==> src/hdl/sorted_timer_queue_assert.svh <==
// Assertion helpers for the sorted timer queue.
`ifndef SORTED_TIMER_QUEUE_ASSERT_SVH
`define SORTED_TIMER_QUEUE_ASSERT_SVH

// Same-cycle implication, sampled on clk, off during reset.
`define TSQ_ASSERT_NOW(label, ante, cons, msg) \
  label: assert property (@(posedge clk) disable iff (!rst_n) (ante) |-> (cons)) \
    else $error(msg);

// Next-cycle implication, sampled on clk, off during reset.
`define TSQ_ASSERT_NEXT(label, ante, cons, msg) \
  label: assert property (@(posedge clk) disable iff (!rst_n) (ante) |=> (cons)) \
    else $error(msg);

`endif

==> src/hdl/tsq_pkg.sv <==
`timescale 1ns / 1ps
package tsq_pkg;

  typedef enum logic [1:0] {
    OP_TICK   = 2'd0,
    OP_ADD    = 2'd1,
    OP_REMOVE = 2'd2,
    OP_QUERY  = 2'd3
  } tsq_op_t;

  typedef enum logic [1:0] {
    KIND_ADD    = 2'd0,
    KIND_REMOVE = 2'd1,
    KIND_QUERY  = 2'd2,
    KIND_EXPIRY = 2'd3
  } tsq_kind_t;

  typedef enum logic [2:0] {
    ST_IDLE,
    ST_SCAN,
    ST_INS,
    ST_RESP,
    ST_TRD,
    ST_TEMIT
  } tsq_state_t;

  typedef struct packed {
    logic [15:0] id;
    logic [31:0] rem;
    logic [31:0] per;
    logic        rel;
    logic [31:0] handle;
  } tsq_entry_t;

  // At most this many expired entries are stashed and reported on one tick.
  localparam int MAX_FIRE = 16;
  localparam int FIRE_W   = 5;
  localparam int STASH_AW = 4;

endpackage

==> src/hdl/tsq_in_if.sv <==
`timescale 1ns / 1ps
interface tsq_in_if;
  logic        valid;
  logic        ready;
  logic [1:0]  op;
  logic [15:0] tmr_id;
  logic [31:0] delay_ticks;
  logic        periodic;
  logic [31:0] tag;

  modport source (output valid, op, tmr_id, delay_ticks, periodic, tag, input ready);
  modport sink   (input valid, op, tmr_id, delay_ticks, periodic, tag, output ready);
endinterface

==> src/hdl/tsq_out_if.sv <==
`timescale 1ns / 1ps
interface tsq_out_if;
  logic        valid;
  logic        ready;
  logic [1:0]  kind;
  logic        ok;
  logic [15:0] fired_id;
  logic [31:0] fired_tag;
  logic        last;

  modport source (output valid, kind, ok, fired_id, fired_tag, last, input ready);
  modport sink   (input valid, kind, ok, fired_id, fired_tag, last, output ready);
endinterface

==> src/hdl/tsq_ram.sv <==
`timescale 1ns / 1ps
module tsq_ram #(
  parameter int DEPTH = 16,
  parameter int WIDTH = 8,
  localparam int AW = (DEPTH > 1) ? $clog2(DEPTH) : 1
) (
  input  logic             clk,
  input  logic             we,
  input  logic [AW-1:0]    waddr,
  input  logic [WIDTH-1:0] wdata,
  input  logic [AW-1:0]    raddr,
  output logic [WIDTH-1:0] rdata
);

  logic [WIDTH-1:0] mem [DEPTH];
  logic [WIDTH-1:0] rdata_r;

  always_ff @(posedge clk) begin
    if (we) begin
      mem[waddr] <= wdata;
    end
    rdata_r <= mem[raddr];
  end

  assign rdata = rdata_r;

endmodule

==> src/hdl/sorted_timer_queue.sv <==
`timescale 1ns / 1ps
// Add: one slot shifted per cycle from the back, then the answer; a full table is
// refused without a walk. Remove and query: one slot per cycle, then the answer.
// Tick: a decrement and compaction pass, then per expiry an emit plus a reinsertion
// for periodic timers.
// One item in work at a time; output stalls hold only the emit states, not the walk.
// Synchronous active-low reset empties the queue; no clearing pass of the memories.
module sorted_timer_queue #(
  parameter int SLOTS = 16
) (
  input  logic      clk,
  input  logic      rst_n,
  tsq_in_if.sink    in_item,
  tsq_out_if.source out_item
);
  import tsq_pkg::*;

  localparam int CW = $clog2(SLOTS + 1);
  localparam int AW = $clog2(SLOTS);

  tsq_state_t        st_r, st_nxt;
  tsq_op_t           op_r, op_nxt;
  logic [15:0]       id_r, id_nxt;
  tsq_entry_t        ins_r, ins_nxt;
  logic [CW-1:0]     count_r, count_nxt;
  logic [CW-1:0]     rd_c_r, rd_c_nxt;
  logic              p_v_r, p_v_nxt;
  logic [CW-1:0]     p_k_r, p_k_nxt;
  logic [CW-1:0]     w_r, w_nxt;
  logic              hit_r, hit_nxt;
  logic              ok_r, ok_nxt;
  logic [FIRE_W-1:0] nf_r, nf_nxt;
  logic [FIRE_W-1:0] j_r, j_nxt;

  logic              out_valid_r, out_valid_nxt;
  logic [1:0]        out_kind_r, out_kind_nxt;
  logic              out_ok_r, out_ok_nxt;
  logic [15:0]       out_id_r, out_id_nxt;
  logic [31:0]       out_tag_r, out_tag_nxt;
  logic              out_last_r, out_last_nxt;

  logic                mem_we;
  logic [AW-1:0]       mem_waddr, mem_raddr;
  tsq_entry_t          mem_wdata, mem_rd;
  logic                stash_we;
  logic [STASH_AW-1:0] stash_waddr;
  tsq_entry_t          stash_wdata, stash_rd;

  logic          can_emit;
  logic          ins_done;
  logic [CW-1:0] pk_inc, rd_dec;
  logic [31:0]   dec_rem;
  logic [FIRE_W-1:0] j_inc;

  tsq_ram #(.DEPTH(SLOTS), .WIDTH($bits(tsq_entry_t))) u_slots (
    .clk   (clk),
    .we    (mem_we),
    .waddr (mem_waddr),
    .wdata (mem_wdata),
    .raddr (mem_raddr),
    .rdata (mem_rd)
  );

  tsq_ram #(.DEPTH(MAX_FIRE), .WIDTH($bits(tsq_entry_t))) u_stash (
    .clk   (clk),
    .we    (stash_we),
    .waddr (stash_waddr),
    .wdata (stash_wdata),
    .raddr (j_r[STASH_AW-1:0]),
    .rdata (stash_rd)
  );

  assign can_emit = !out_valid_r || out_item.ready;
  assign pk_inc   = p_k_r + CW'(1);
  assign rd_dec   = rd_c_r - CW'(1);
  assign dec_rem  = (mem_rd.rem == 32'd0) ? 32'd0 : mem_rd.rem - 32'd1;
  assign j_inc    = j_r + FIRE_W'(1);

  assign in_item.ready      = (st_r == ST_IDLE);
  assign out_item.valid     = out_valid_r;
  assign out_item.kind      = out_kind_r;
  assign out_item.ok        = out_ok_r;
  assign out_item.fired_id  = out_id_r;
  assign out_item.fired_tag = out_tag_r;
  assign out_item.last      = out_last_r;

  always_ff @(posedge clk) begin
    if (!rst_n) begin
      st_r        <= ST_IDLE;
      count_r     <= '0;
      p_v_r       <= 1'b0;
      nf_r        <= '0;
      out_valid_r <= 1'b0;
    end else begin
      st_r        <= st_nxt;
      count_r     <= count_nxt;
      p_v_r       <= p_v_nxt;
      nf_r        <= nf_nxt;
      out_valid_r <= out_valid_nxt;
    end
  end

  always_ff @(posedge clk) begin
    op_r       <= op_nxt;
    id_r       <= id_nxt;
    ins_r      <= ins_nxt;
    rd_c_r     <= rd_c_nxt;
    p_k_r      <= p_k_nxt;
    w_r        <= w_nxt;
    hit_r      <= hit_nxt;
    ok_r       <= ok_nxt;
    j_r        <= j_nxt;
    out_kind_r <= out_kind_nxt;
    out_ok_r   <= out_ok_nxt;
    out_id_r   <= out_id_nxt;
    out_tag_r  <= out_tag_nxt;
    out_last_r <= out_last_nxt;
  end

  always_comb begin
    st_nxt        = st_r;
    op_nxt        = op_r;
    id_nxt        = id_r;
    ins_nxt       = ins_r;
    count_nxt     = count_r;
    rd_c_nxt      = rd_c_r;
    p_v_nxt       = p_v_r;
    p_k_nxt       = p_k_r;
    w_nxt         = w_r;
    hit_nxt       = hit_r;
    ok_nxt        = ok_r;
    nf_nxt        = nf_r;
    j_nxt         = j_r;
    out_valid_nxt = out_valid_r;
    out_kind_nxt  = out_kind_r;
    out_ok_nxt    = out_ok_r;
    out_id_nxt    = out_id_r;
    out_tag_nxt   = out_tag_r;
    out_last_nxt  = out_last_r;
    mem_we        = 1'b0;
    mem_waddr     = '0;
    mem_wdata     = mem_rd;
    mem_raddr     = '0;
    stash_we      = 1'b0;
    stash_waddr   = nf_r[STASH_AW-1:0];
    stash_wdata   = mem_rd;
    ins_done      = 1'b0;

    if (out_valid_r && out_item.ready) begin
      out_valid_nxt = 1'b0;
    end

    case (st_r)
      ST_IDLE: begin
        if (in_item.valid) begin
          op_nxt  = tsq_op_t'(in_item.op);
          id_nxt  = in_item.tmr_id;
          ins_nxt = '{id: in_item.tmr_id, rem: in_item.delay_ticks,
                      per: in_item.delay_ticks, rel: in_item.periodic,
                      handle: in_item.tag};
          p_v_nxt = 1'b0;
          if (tsq_op_t'(in_item.op) == OP_ADD) begin
            if (count_r == CW'(SLOTS)) begin
              ok_nxt = 1'b0;
              st_nxt = ST_RESP;
            end else begin
              rd_c_nxt = count_r;
              st_nxt   = ST_INS;
            end
          end else begin
            rd_c_nxt = '0;
            w_nxt    = '0;
            hit_nxt  = 1'b0;
            nf_nxt   = '0;
            st_nxt   = ST_SCAN;
          end
        end
      end

      ST_SCAN: begin
        if (p_v_r) begin
          case (op_r)
            OP_TICK: begin
              // Expired entries form a prefix; stash them, compact the rest.
              if (dec_rem == 32'd0 && w_r == '0 && nf_r < FIRE_W'(MAX_FIRE)) begin
                stash_we = 1'b1;
                nf_nxt   = nf_r + FIRE_W'(1);
              end else begin
                mem_we        = 1'b1;
                mem_waddr     = w_r[AW-1:0];
                mem_wdata.rem = dec_rem;
                w_nxt         = w_r + CW'(1);
              end
            end
            OP_REMOVE: begin
              if (mem_rd.id == id_r) begin
                hit_nxt = 1'b1;
              end else begin
                mem_we    = 1'b1;
                mem_waddr = w_r[AW-1:0];
                w_nxt     = w_r + CW'(1);
              end
            end
            default: begin
              if (mem_rd.id == id_r) begin
                hit_nxt = 1'b1;
              end
            end
          endcase
        end
        if (rd_c_r < count_r) begin
          mem_raddr = rd_c_r[AW-1:0];
          p_k_nxt   = rd_c_r;
          rd_c_nxt  = rd_c_r + CW'(1);
          p_v_nxt   = 1'b1;
        end else begin
          p_v_nxt = 1'b0;
          if (!p_v_r) begin
            case (op_r)
              OP_TICK: begin
                count_nxt = w_r;
                j_nxt     = '0;
                st_nxt    = (nf_r == '0) ? ST_IDLE : ST_TRD;
              end
              OP_REMOVE: begin
                count_nxt = w_r;
                ok_nxt    = hit_r;
                st_nxt    = ST_RESP;
              end
              default: begin
                ok_nxt = hit_r;
                st_nxt = ST_RESP;
              end
            endcase
          end
        end
      end

      ST_INS: begin
        // Walk from the back, shifting later entries up one slot.
        if (p_v_r) begin
          mem_we    = 1'b1;
          mem_waddr = pk_inc[AW-1:0];
          if (mem_rd.rem > ins_r.rem) begin
            mem_wdata = mem_rd;
          end else begin
            mem_wdata = ins_r;
            ins_done  = 1'b1;
          end
        end
        if (!ins_done) begin
          if (rd_c_r != '0) begin
            mem_raddr = rd_dec[AW-1:0];
            p_k_nxt   = rd_dec;
            rd_c_nxt  = rd_dec;
            p_v_nxt   = 1'b1;
          end else begin
            p_v_nxt = 1'b0;
            if (!p_v_r) begin
              mem_we    = 1'b1;
              mem_waddr = '0;
              mem_wdata = ins_r;
              ins_done  = 1'b1;
            end
          end
        end
        if (ins_done) begin
          count_nxt = count_r + CW'(1);
          p_v_nxt   = 1'b0;
          if (op_r == OP_ADD) begin
            ok_nxt = 1'b1;
            st_nxt = ST_RESP;
          end else begin
            j_nxt  = j_inc;
            st_nxt = (j_inc == nf_r) ? ST_IDLE : ST_TRD;
          end
        end
      end

      ST_RESP: begin
        if (can_emit) begin
          out_valid_nxt = 1'b1;
          case (op_r)
            OP_ADD:    out_kind_nxt = KIND_ADD;
            OP_REMOVE: out_kind_nxt = KIND_REMOVE;
            default:   out_kind_nxt = KIND_QUERY;
          endcase
          out_ok_nxt   = ok_r;
          out_id_nxt   = id_r;
          out_tag_nxt  = '0;
          out_last_nxt = 1'b1;
          st_nxt       = ST_IDLE;
        end
      end

      ST_TRD: begin
        st_nxt = ST_TEMIT;
      end

      ST_TEMIT: begin
        if (can_emit) begin
          out_valid_nxt = 1'b1;
          out_kind_nxt  = KIND_EXPIRY;
          out_ok_nxt    = 1'b1;
          out_id_nxt    = stash_rd.id;
          out_tag_nxt   = stash_rd.handle;
          out_last_nxt  = (j_inc == nf_r);
          if (stash_rd.rel) begin
            ins_nxt  = '{id: stash_rd.id, rem: stash_rd.per, per: stash_rd.per,
                         rel: 1'b1, handle: stash_rd.handle};
            rd_c_nxt = count_r;
            p_v_nxt  = 1'b0;
            st_nxt   = ST_INS;
          end else begin
            j_nxt  = j_inc;
            st_nxt = (j_inc == nf_r) ? ST_IDLE : ST_TRD;
          end
        end
      end

      default: begin
        st_nxt = ST_IDLE;
      end
    endcase
  end

`include "sorted_timer_queue_assert.svh"

  `TSQ_ASSERT_NOW(a_count_max, 1'b1, count_r <= CW'(SLOTS), "entry count above capacity")
  `TSQ_ASSERT_NOW(a_ins_room, st_r == ST_INS, count_r < CW'(SLOTS), "insert into a full table")
  `TSQ_ASSERT_NOW(a_fire_max, 1'b1, nf_r <= FIRE_W'(MAX_FIRE), "too many expiries on one tick")
  `TSQ_ASSERT_NOW(a_compact, st_r == ST_SCAN, w_r <= rd_c_r, "compaction write passed the read")
  `TSQ_ASSERT_NEXT(a_out_hold, out_valid_r && !out_item.ready, out_valid_r && $stable(out_id_r), "pending result dropped")

endmodule
==> src/flat_wrapper.sv <==
// flat-port wrapper written by rule: the top's interface ports become plain ports
module sorted_timer_queue_flat import tsq_pkg::*;
#(
  parameter int SLOTS = 16
)
  (clk, rst_n, in_item_valid, in_item_op, in_item_tmr_id, in_item_delay_ticks, in_item_periodic, in_item_tag, in_item_ready, out_item_valid, out_item_kind, out_item_ok, out_item_fired_id, out_item_fired_tag, out_item_last, out_item_ready);
  tsq_in_if in_item_i ();
  tsq_out_if out_item_i ();
  input  logic clk;
  input  logic rst_n;
  input wire logic [$bits(in_item_i.valid)-1:0] in_item_valid;
  input wire logic [$bits(in_item_i.op)-1:0] in_item_op;
  input wire logic [$bits(in_item_i.tmr_id)-1:0] in_item_tmr_id;
  input wire logic [$bits(in_item_i.delay_ticks)-1:0] in_item_delay_ticks;
  input wire logic [$bits(in_item_i.periodic)-1:0] in_item_periodic;
  input wire logic [$bits(in_item_i.tag)-1:0] in_item_tag;
  output wire logic [$bits(in_item_i.ready)-1:0] in_item_ready;
  output wire logic [$bits(out_item_i.valid)-1:0] out_item_valid;
  output wire logic [$bits(out_item_i.kind)-1:0] out_item_kind;
  output wire logic [$bits(out_item_i.ok)-1:0] out_item_ok;
  output wire logic [$bits(out_item_i.fired_id)-1:0] out_item_fired_id;
  output wire logic [$bits(out_item_i.fired_tag)-1:0] out_item_fired_tag;
  output wire logic [$bits(out_item_i.last)-1:0] out_item_last;
  input wire logic [$bits(out_item_i.ready)-1:0] out_item_ready;
  assign in_item_i.valid = in_item_valid;
  assign in_item_i.op = in_item_op;
  assign in_item_i.tmr_id = in_item_tmr_id;
  assign in_item_i.delay_ticks = in_item_delay_ticks;
  assign in_item_i.periodic = in_item_periodic;
  assign in_item_i.tag = in_item_tag;
  assign in_item_ready = in_item_i.ready;
  assign out_item_valid = out_item_i.valid;
  assign out_item_kind = out_item_i.kind;
  assign out_item_ok = out_item_i.ok;
  assign out_item_fired_id = out_item_i.fired_id;
  assign out_item_fired_tag = out_item_i.fired_tag;
  assign out_item_last = out_item_i.last;
  assign out_item_i.ready = out_item_ready;
  sorted_timer_queue #(.SLOTS(SLOTS)) u_core (.clk(clk), .rst_n(rst_n), .in_item(in_item_i), .out_item(out_item_i));
endmodule
==> config.mk <==
export PLATFORM = sky130hd
export DESIGN_NAME = sorted_timer_queue_flat
export DESIGN_NICKNAME = d
export VERILOG_FILES = /design/src/hdl/tsq_pkg.sv /design/src/hdl/tsq_in_if.sv /design/src/hdl/tsq_out_if.sv /design/src/hdl/tsq_ram.sv /design/src/hdl/sorted_timer_queue.sv /design/src/flat_wrapper.sv
export VERILOG_INCLUDE_DIRS = /design/src /design/src/hdl
export SDC_FILE = /design/constraint.sdc
export NUM_CORES = 2
export LEC_CHECK = 0
export ABC_AREA = 1
export BUFFER_PORTS_ARGS = -buffer_cell sky130_fd_sc_hd__buf_2
export CORE_ASPECT_RATIO = 0.9
export CORE_MARGIN = 3
export CORE_UTILIZATION = 30
export CTS_BUF_LIST = sky130_fd_sc_hd__clkbuf_4 sky130_fd_sc_hd__clkbuf_8 sky130_fd_sc_hd__clkbuf_16
export CTS_CLUSTER_DIAMETER = 80
export DETAILED_ROUTE_END_ITERATION = 16
export PLACE_DENSITY_LB_ADDON = 0.2
export RECOVER_POWER = 100
export SLEW_MARGIN = 20
export SYNTH_ARGS = -nofsm -noshare
export SYNTH_HDL_FRONTEND = slang
export SYNTH_SLANG_ARGS = --single-unit
==> constraint.sdc <==
create_clock -name clk -period 11 [get_ports clk]
set_clock_uncertainty 0.15 [all_clocks]
set_input_delay 2.2 -clock clk [delete_from_list [all_inputs] [get_ports clk]]
set_output_delay 2.2 -clock clk [all_outputs]
set_load 0.01 [all_outputs]
==> results.md <==
* Status: finished with violations
* Failing checks: max-capacitance violations, max-slew violations
* Mapped Nets at between 10000 and 15000
* Syn. warnings at 0
* CTS sink cnt at 3485
* Design Power at 0.04443 W
* Unrepaired setup endpoints after global routing: no
* I/O Buffers at 140
* Clock power share at between 20% and 30%
* CTS Buffer Depth at 4
* Clock Latency Late Sink at 980 ps
* Detailed-router iteration count before antenna repair at 8
* Post-synth EDFFs at 3276
* Post-CTS Setup Inserts at 0
* Hold violation count in the final report at 0
* Setup violators final at 0
* Die area at ~490000 um^2
* Pwr Density at approximately 270 nW/um^2
* Layout cells sized above 1 at 7.101%
* GRT Overall Usage at a little under a fifth
* Wirelength per Cell at 24.30 um
* Switch Pwr at between 0.015 and 0.02 W
* Synth top cells by count: edfxtp_1 (3276), nand2_1 (2219), nand3_1 (1982), inv_1 (1421), o21ai_0 (499)
* Largest cells by area after synthesis: edfxtp_1 (68%), nand3_1 (6.8%), nand2_1 (5.7%)
* Routed Antenna Nets at 0
* Final nets at about 12000
* Core Box Area at 483300 um^2
* Final Critical Period at 8211 ps
* Worst Setup Start Kind: register
* Finished Layout Cells at roughly 19000
* Num ports at around 140
* CTS tree: yes
* Vias in the first global route at 89774
* First-pass GRT wire length at ~670000 um
* Post-route worst setup slack at about 2800 ps
* Rel. slew slack at -240.4%
* Biggest area consumer among synthesized cells: edfxtp_1
* Switching part of the total at a little over a third
* Die width at between 700 and 800 um
* Worst-Margin Slew at between 5000 and 6000 ps
* Antenna violations before repair at 14
* Setup WS pre-CTS at about 5100 ps
* Register area share after synthesis at 70.38%
* Register share of total power at 42.7%
* Initial Util at between 30% and 40%
* Worst Setup End Kind: register
* WP data required at 11350 ps
* Pins Over Slew Limit at around 2600
* Clock transition at path regs at ~60 ps
* Rows at 242
* Mapped Cells at approximately 12000
* Resize count post-CTS at 0
* DR iter-0 viols at ~9000
* Max IR drop VDD at 0.2874 mV
* Placed insts at around 18000
* H-Tree Depth at 5
* DRC violations left at 0
* P_int at around 0.028 W
* CP max FO at 32
* Syn Area/Cell at 11.84 um^2
* Crit Path Category: register to register
* Hold_buf cts at 0
* DP HPWL at between 200000 and 250000 um
* Final Util at between 30% and 40%
* Worst reg2reg setup slack at approximately 2800 ps
* Overflow left after global routing at 0
* Vias post-DR at 93409
* Clock buffer count from CTS at 386
* Synth top area share at between 60% and 70%
* Final period util at between 70% and 80%
* Synth Cell Area at 145700 um^2
* Root Driver: clkbuf_16
* Max_cap viols at between 60 and 70
* Seq cells post-synth at between 3000 and 4000
* Async set-or-reset flop fraction in the synthesized netlist at 0%
* Synth Flop Type: edfxtp_1
* Vias per cell at between 4 and 5
* F_max at around 120 MHz
* Critical path arrival at between 8000 and 9000 ps
* RD Place Congestion at about 0.86
* Top-count cell post-synth: edfxtp_1
* Leak at just over 60 nW
* Largest net degree at the start of global routing at 190
* Final Routed Wirelength at around 460000 um
* Logic gate share of total power at between 20% and 30%
* Area growth syn-to-layout at 13.73%
* Yosys cell types at 47
* Setup TNS at 0 ps
* Worst min-delay path class: register to register
* Die Height at 667.2 um
## path summary, 6_finish.rpt
kind / from / endpoint / cells past startpoint
min: u_core.count_r[1]$_SDFFE_PN0P_ / u_core.count_r[1]$_SDFFE_PN0P_ / 2
min reg2reg: u_core.count_r[1]$_SDFFE_PN0P_ / u_core.count_r[1]$_SDFFE_PN0P_ / 2
max reg2reg: u_core.u_slots.rdata[65]$_DFF_P_ / u_core.u_stash.mem[0][109]$_DFFE_PP_ / 15
max: u_core.u_slots.rdata[65]$_DFF_P_ / u_core.u_stash.mem[0][109]$_DFFE_PP_ / 15
## worst max-delay path: stages, from the launching register on
cell        delay (ps)
dfxtp_1            350
inv_1              190
ha_1               310
nand2_1            190
clkinvlp_2         200
nand2_4             70
nor2_1             200
nand2_4            250
nand3_1            220
nand4_1            100
a31oi_1            270
nand4_1            150
nor2_1             300
nand4_1            280
nor2_1            2060
clkbuf_1          2420
## registers in the layout (all words and copies together), names as in the netlist, 2 cells and up
signal / count
u_core.u_slots.mem: 1808
u_core.u_stash.mem: 1296
u_core.u_slots.rdata: 113
u_core.ins_r: 81
u_core.u_stash.rdata: 81
u_core.out_item.fired_tag: 32
u_core.id_r: 16
u_core.out_item.fired_id: 16
u_core.count_r: 5
u_core.j_r: 5
u_core.nf_r: 5
u_core.rd_c_r: 5
u_core.w_r: 5
u_core.p_k_r: 4
u_core.st_r: 3
u_core.op_r: 2
u_core.out_item.kind: 2
## per-stage QoR
step	hold WS (ps)	instance area, um^2
after floorplan	308.8	145700
after global placement	331.4	153700
after detailed placement	331.0	153800
after CTS	342.5	166600
after global routing	372.0	165700
final	341.1	165700
## layer usage
layer	GRT usage, %	vias up	share of wire, %
li1	-	43064	-
met1	25.72	47140	46
met2	29.63	2542	46
met3	2.047	661	4.9
met4	4.682	2	2.6
met5	0	-	0.0028
## cell type report
| class | instances | area (um^2) |
|---|---|---|
| Inverter | 1436 | 5424 |
| Timing Repair Buffer | 348 | 2205 |
| Fill cell | 47900 | 317500 |
| Clock buffer | 534 | 11070 |
| Multi-Input combinational cell | 6620 | 34590 |
| Clock inverter | 180 | 1775 |
| Antenna cell | 4 | 10.01 |
| Sequential cell | 3485 | 102600 |
| Tap cell | 6466 | 8090 |
## cells by family (layout without fill, tap and decap cells)
family	after synthesis	count (layout)	synth area share (%)
muxes	324	324	2.226
xor gates and xnor gates	28	28	0.1683
adders and majority gates	54	54	0.4637
and+or+nand+nor	4948	4948	15.81
DFF	3485	3485	70.38
buffers and inverters	2203	2498	5.920
AOI/OAI and AO/OA	1266	1266	5.028
other	0	4	0
## cell usage in the layout, fill, tap and decap left out, types with 7 or more instances in the layout
master / Yosys / layout
clkinv_16: 0 / 7
xor2_1: 13 / 13
xnor2_1: 15 / 15
nand3b_1: 458 / 458
clkinv_2: 1 / 60
clkbuf_4: 0 / 105
nand4_1: 28 / 28
nand3_1: 1982 / 1983
a21oi_1: 384 / 384
buf_2: 239 / 67
o21ai_0: 499 / 499
ha_1: 54 / 54
clkinv_1: 1 / 62
dfxtp_1: 209 / 209
mux2i_1: 324 / 324
clkinv_8: 0 / 8
nand2_1: 2219 / 2232
o221ai_1: 8 / 8
clkbuf_8: 0 / 40
nor2_1: 198 / 192
inv_1: 1421 / 1423
o211ai_1: 346 / 346
buf_4: 7 / 83
bufinv_16: 0 / 22
clkbuf_2: 0 / 12
inv_6: 0 / 7
clkinvlp_4: 0 / 10
edfxtp_1: 3276 / 3276
o2111ai_1: 12 / 12
buf_12: 0 / 30
clkbuf_1: 428 / 156
nor3_1: 15 / 15
clkbuf_16: 0 / 389
nor2_4: 3 / 12
## power by group through the flow
stage / Combinational [W] / Clock, W / Sequential (W)
2_1_floorplan: 0.00793 / 0 / 0.0185
3_3_place_gp: 0.0126 / 0 / 0.0192
3_5_place_dp: 0.0126 / 0 / 0.0192
4_1_cts: 0.0126 / 0.0133 / 0.0189
5_1_grt: 0.0136 / 0.0138 / 0.0191
6_report: 0.0124 / 0.0130 / 0.0190
Power figures use the tool's default switching activity.
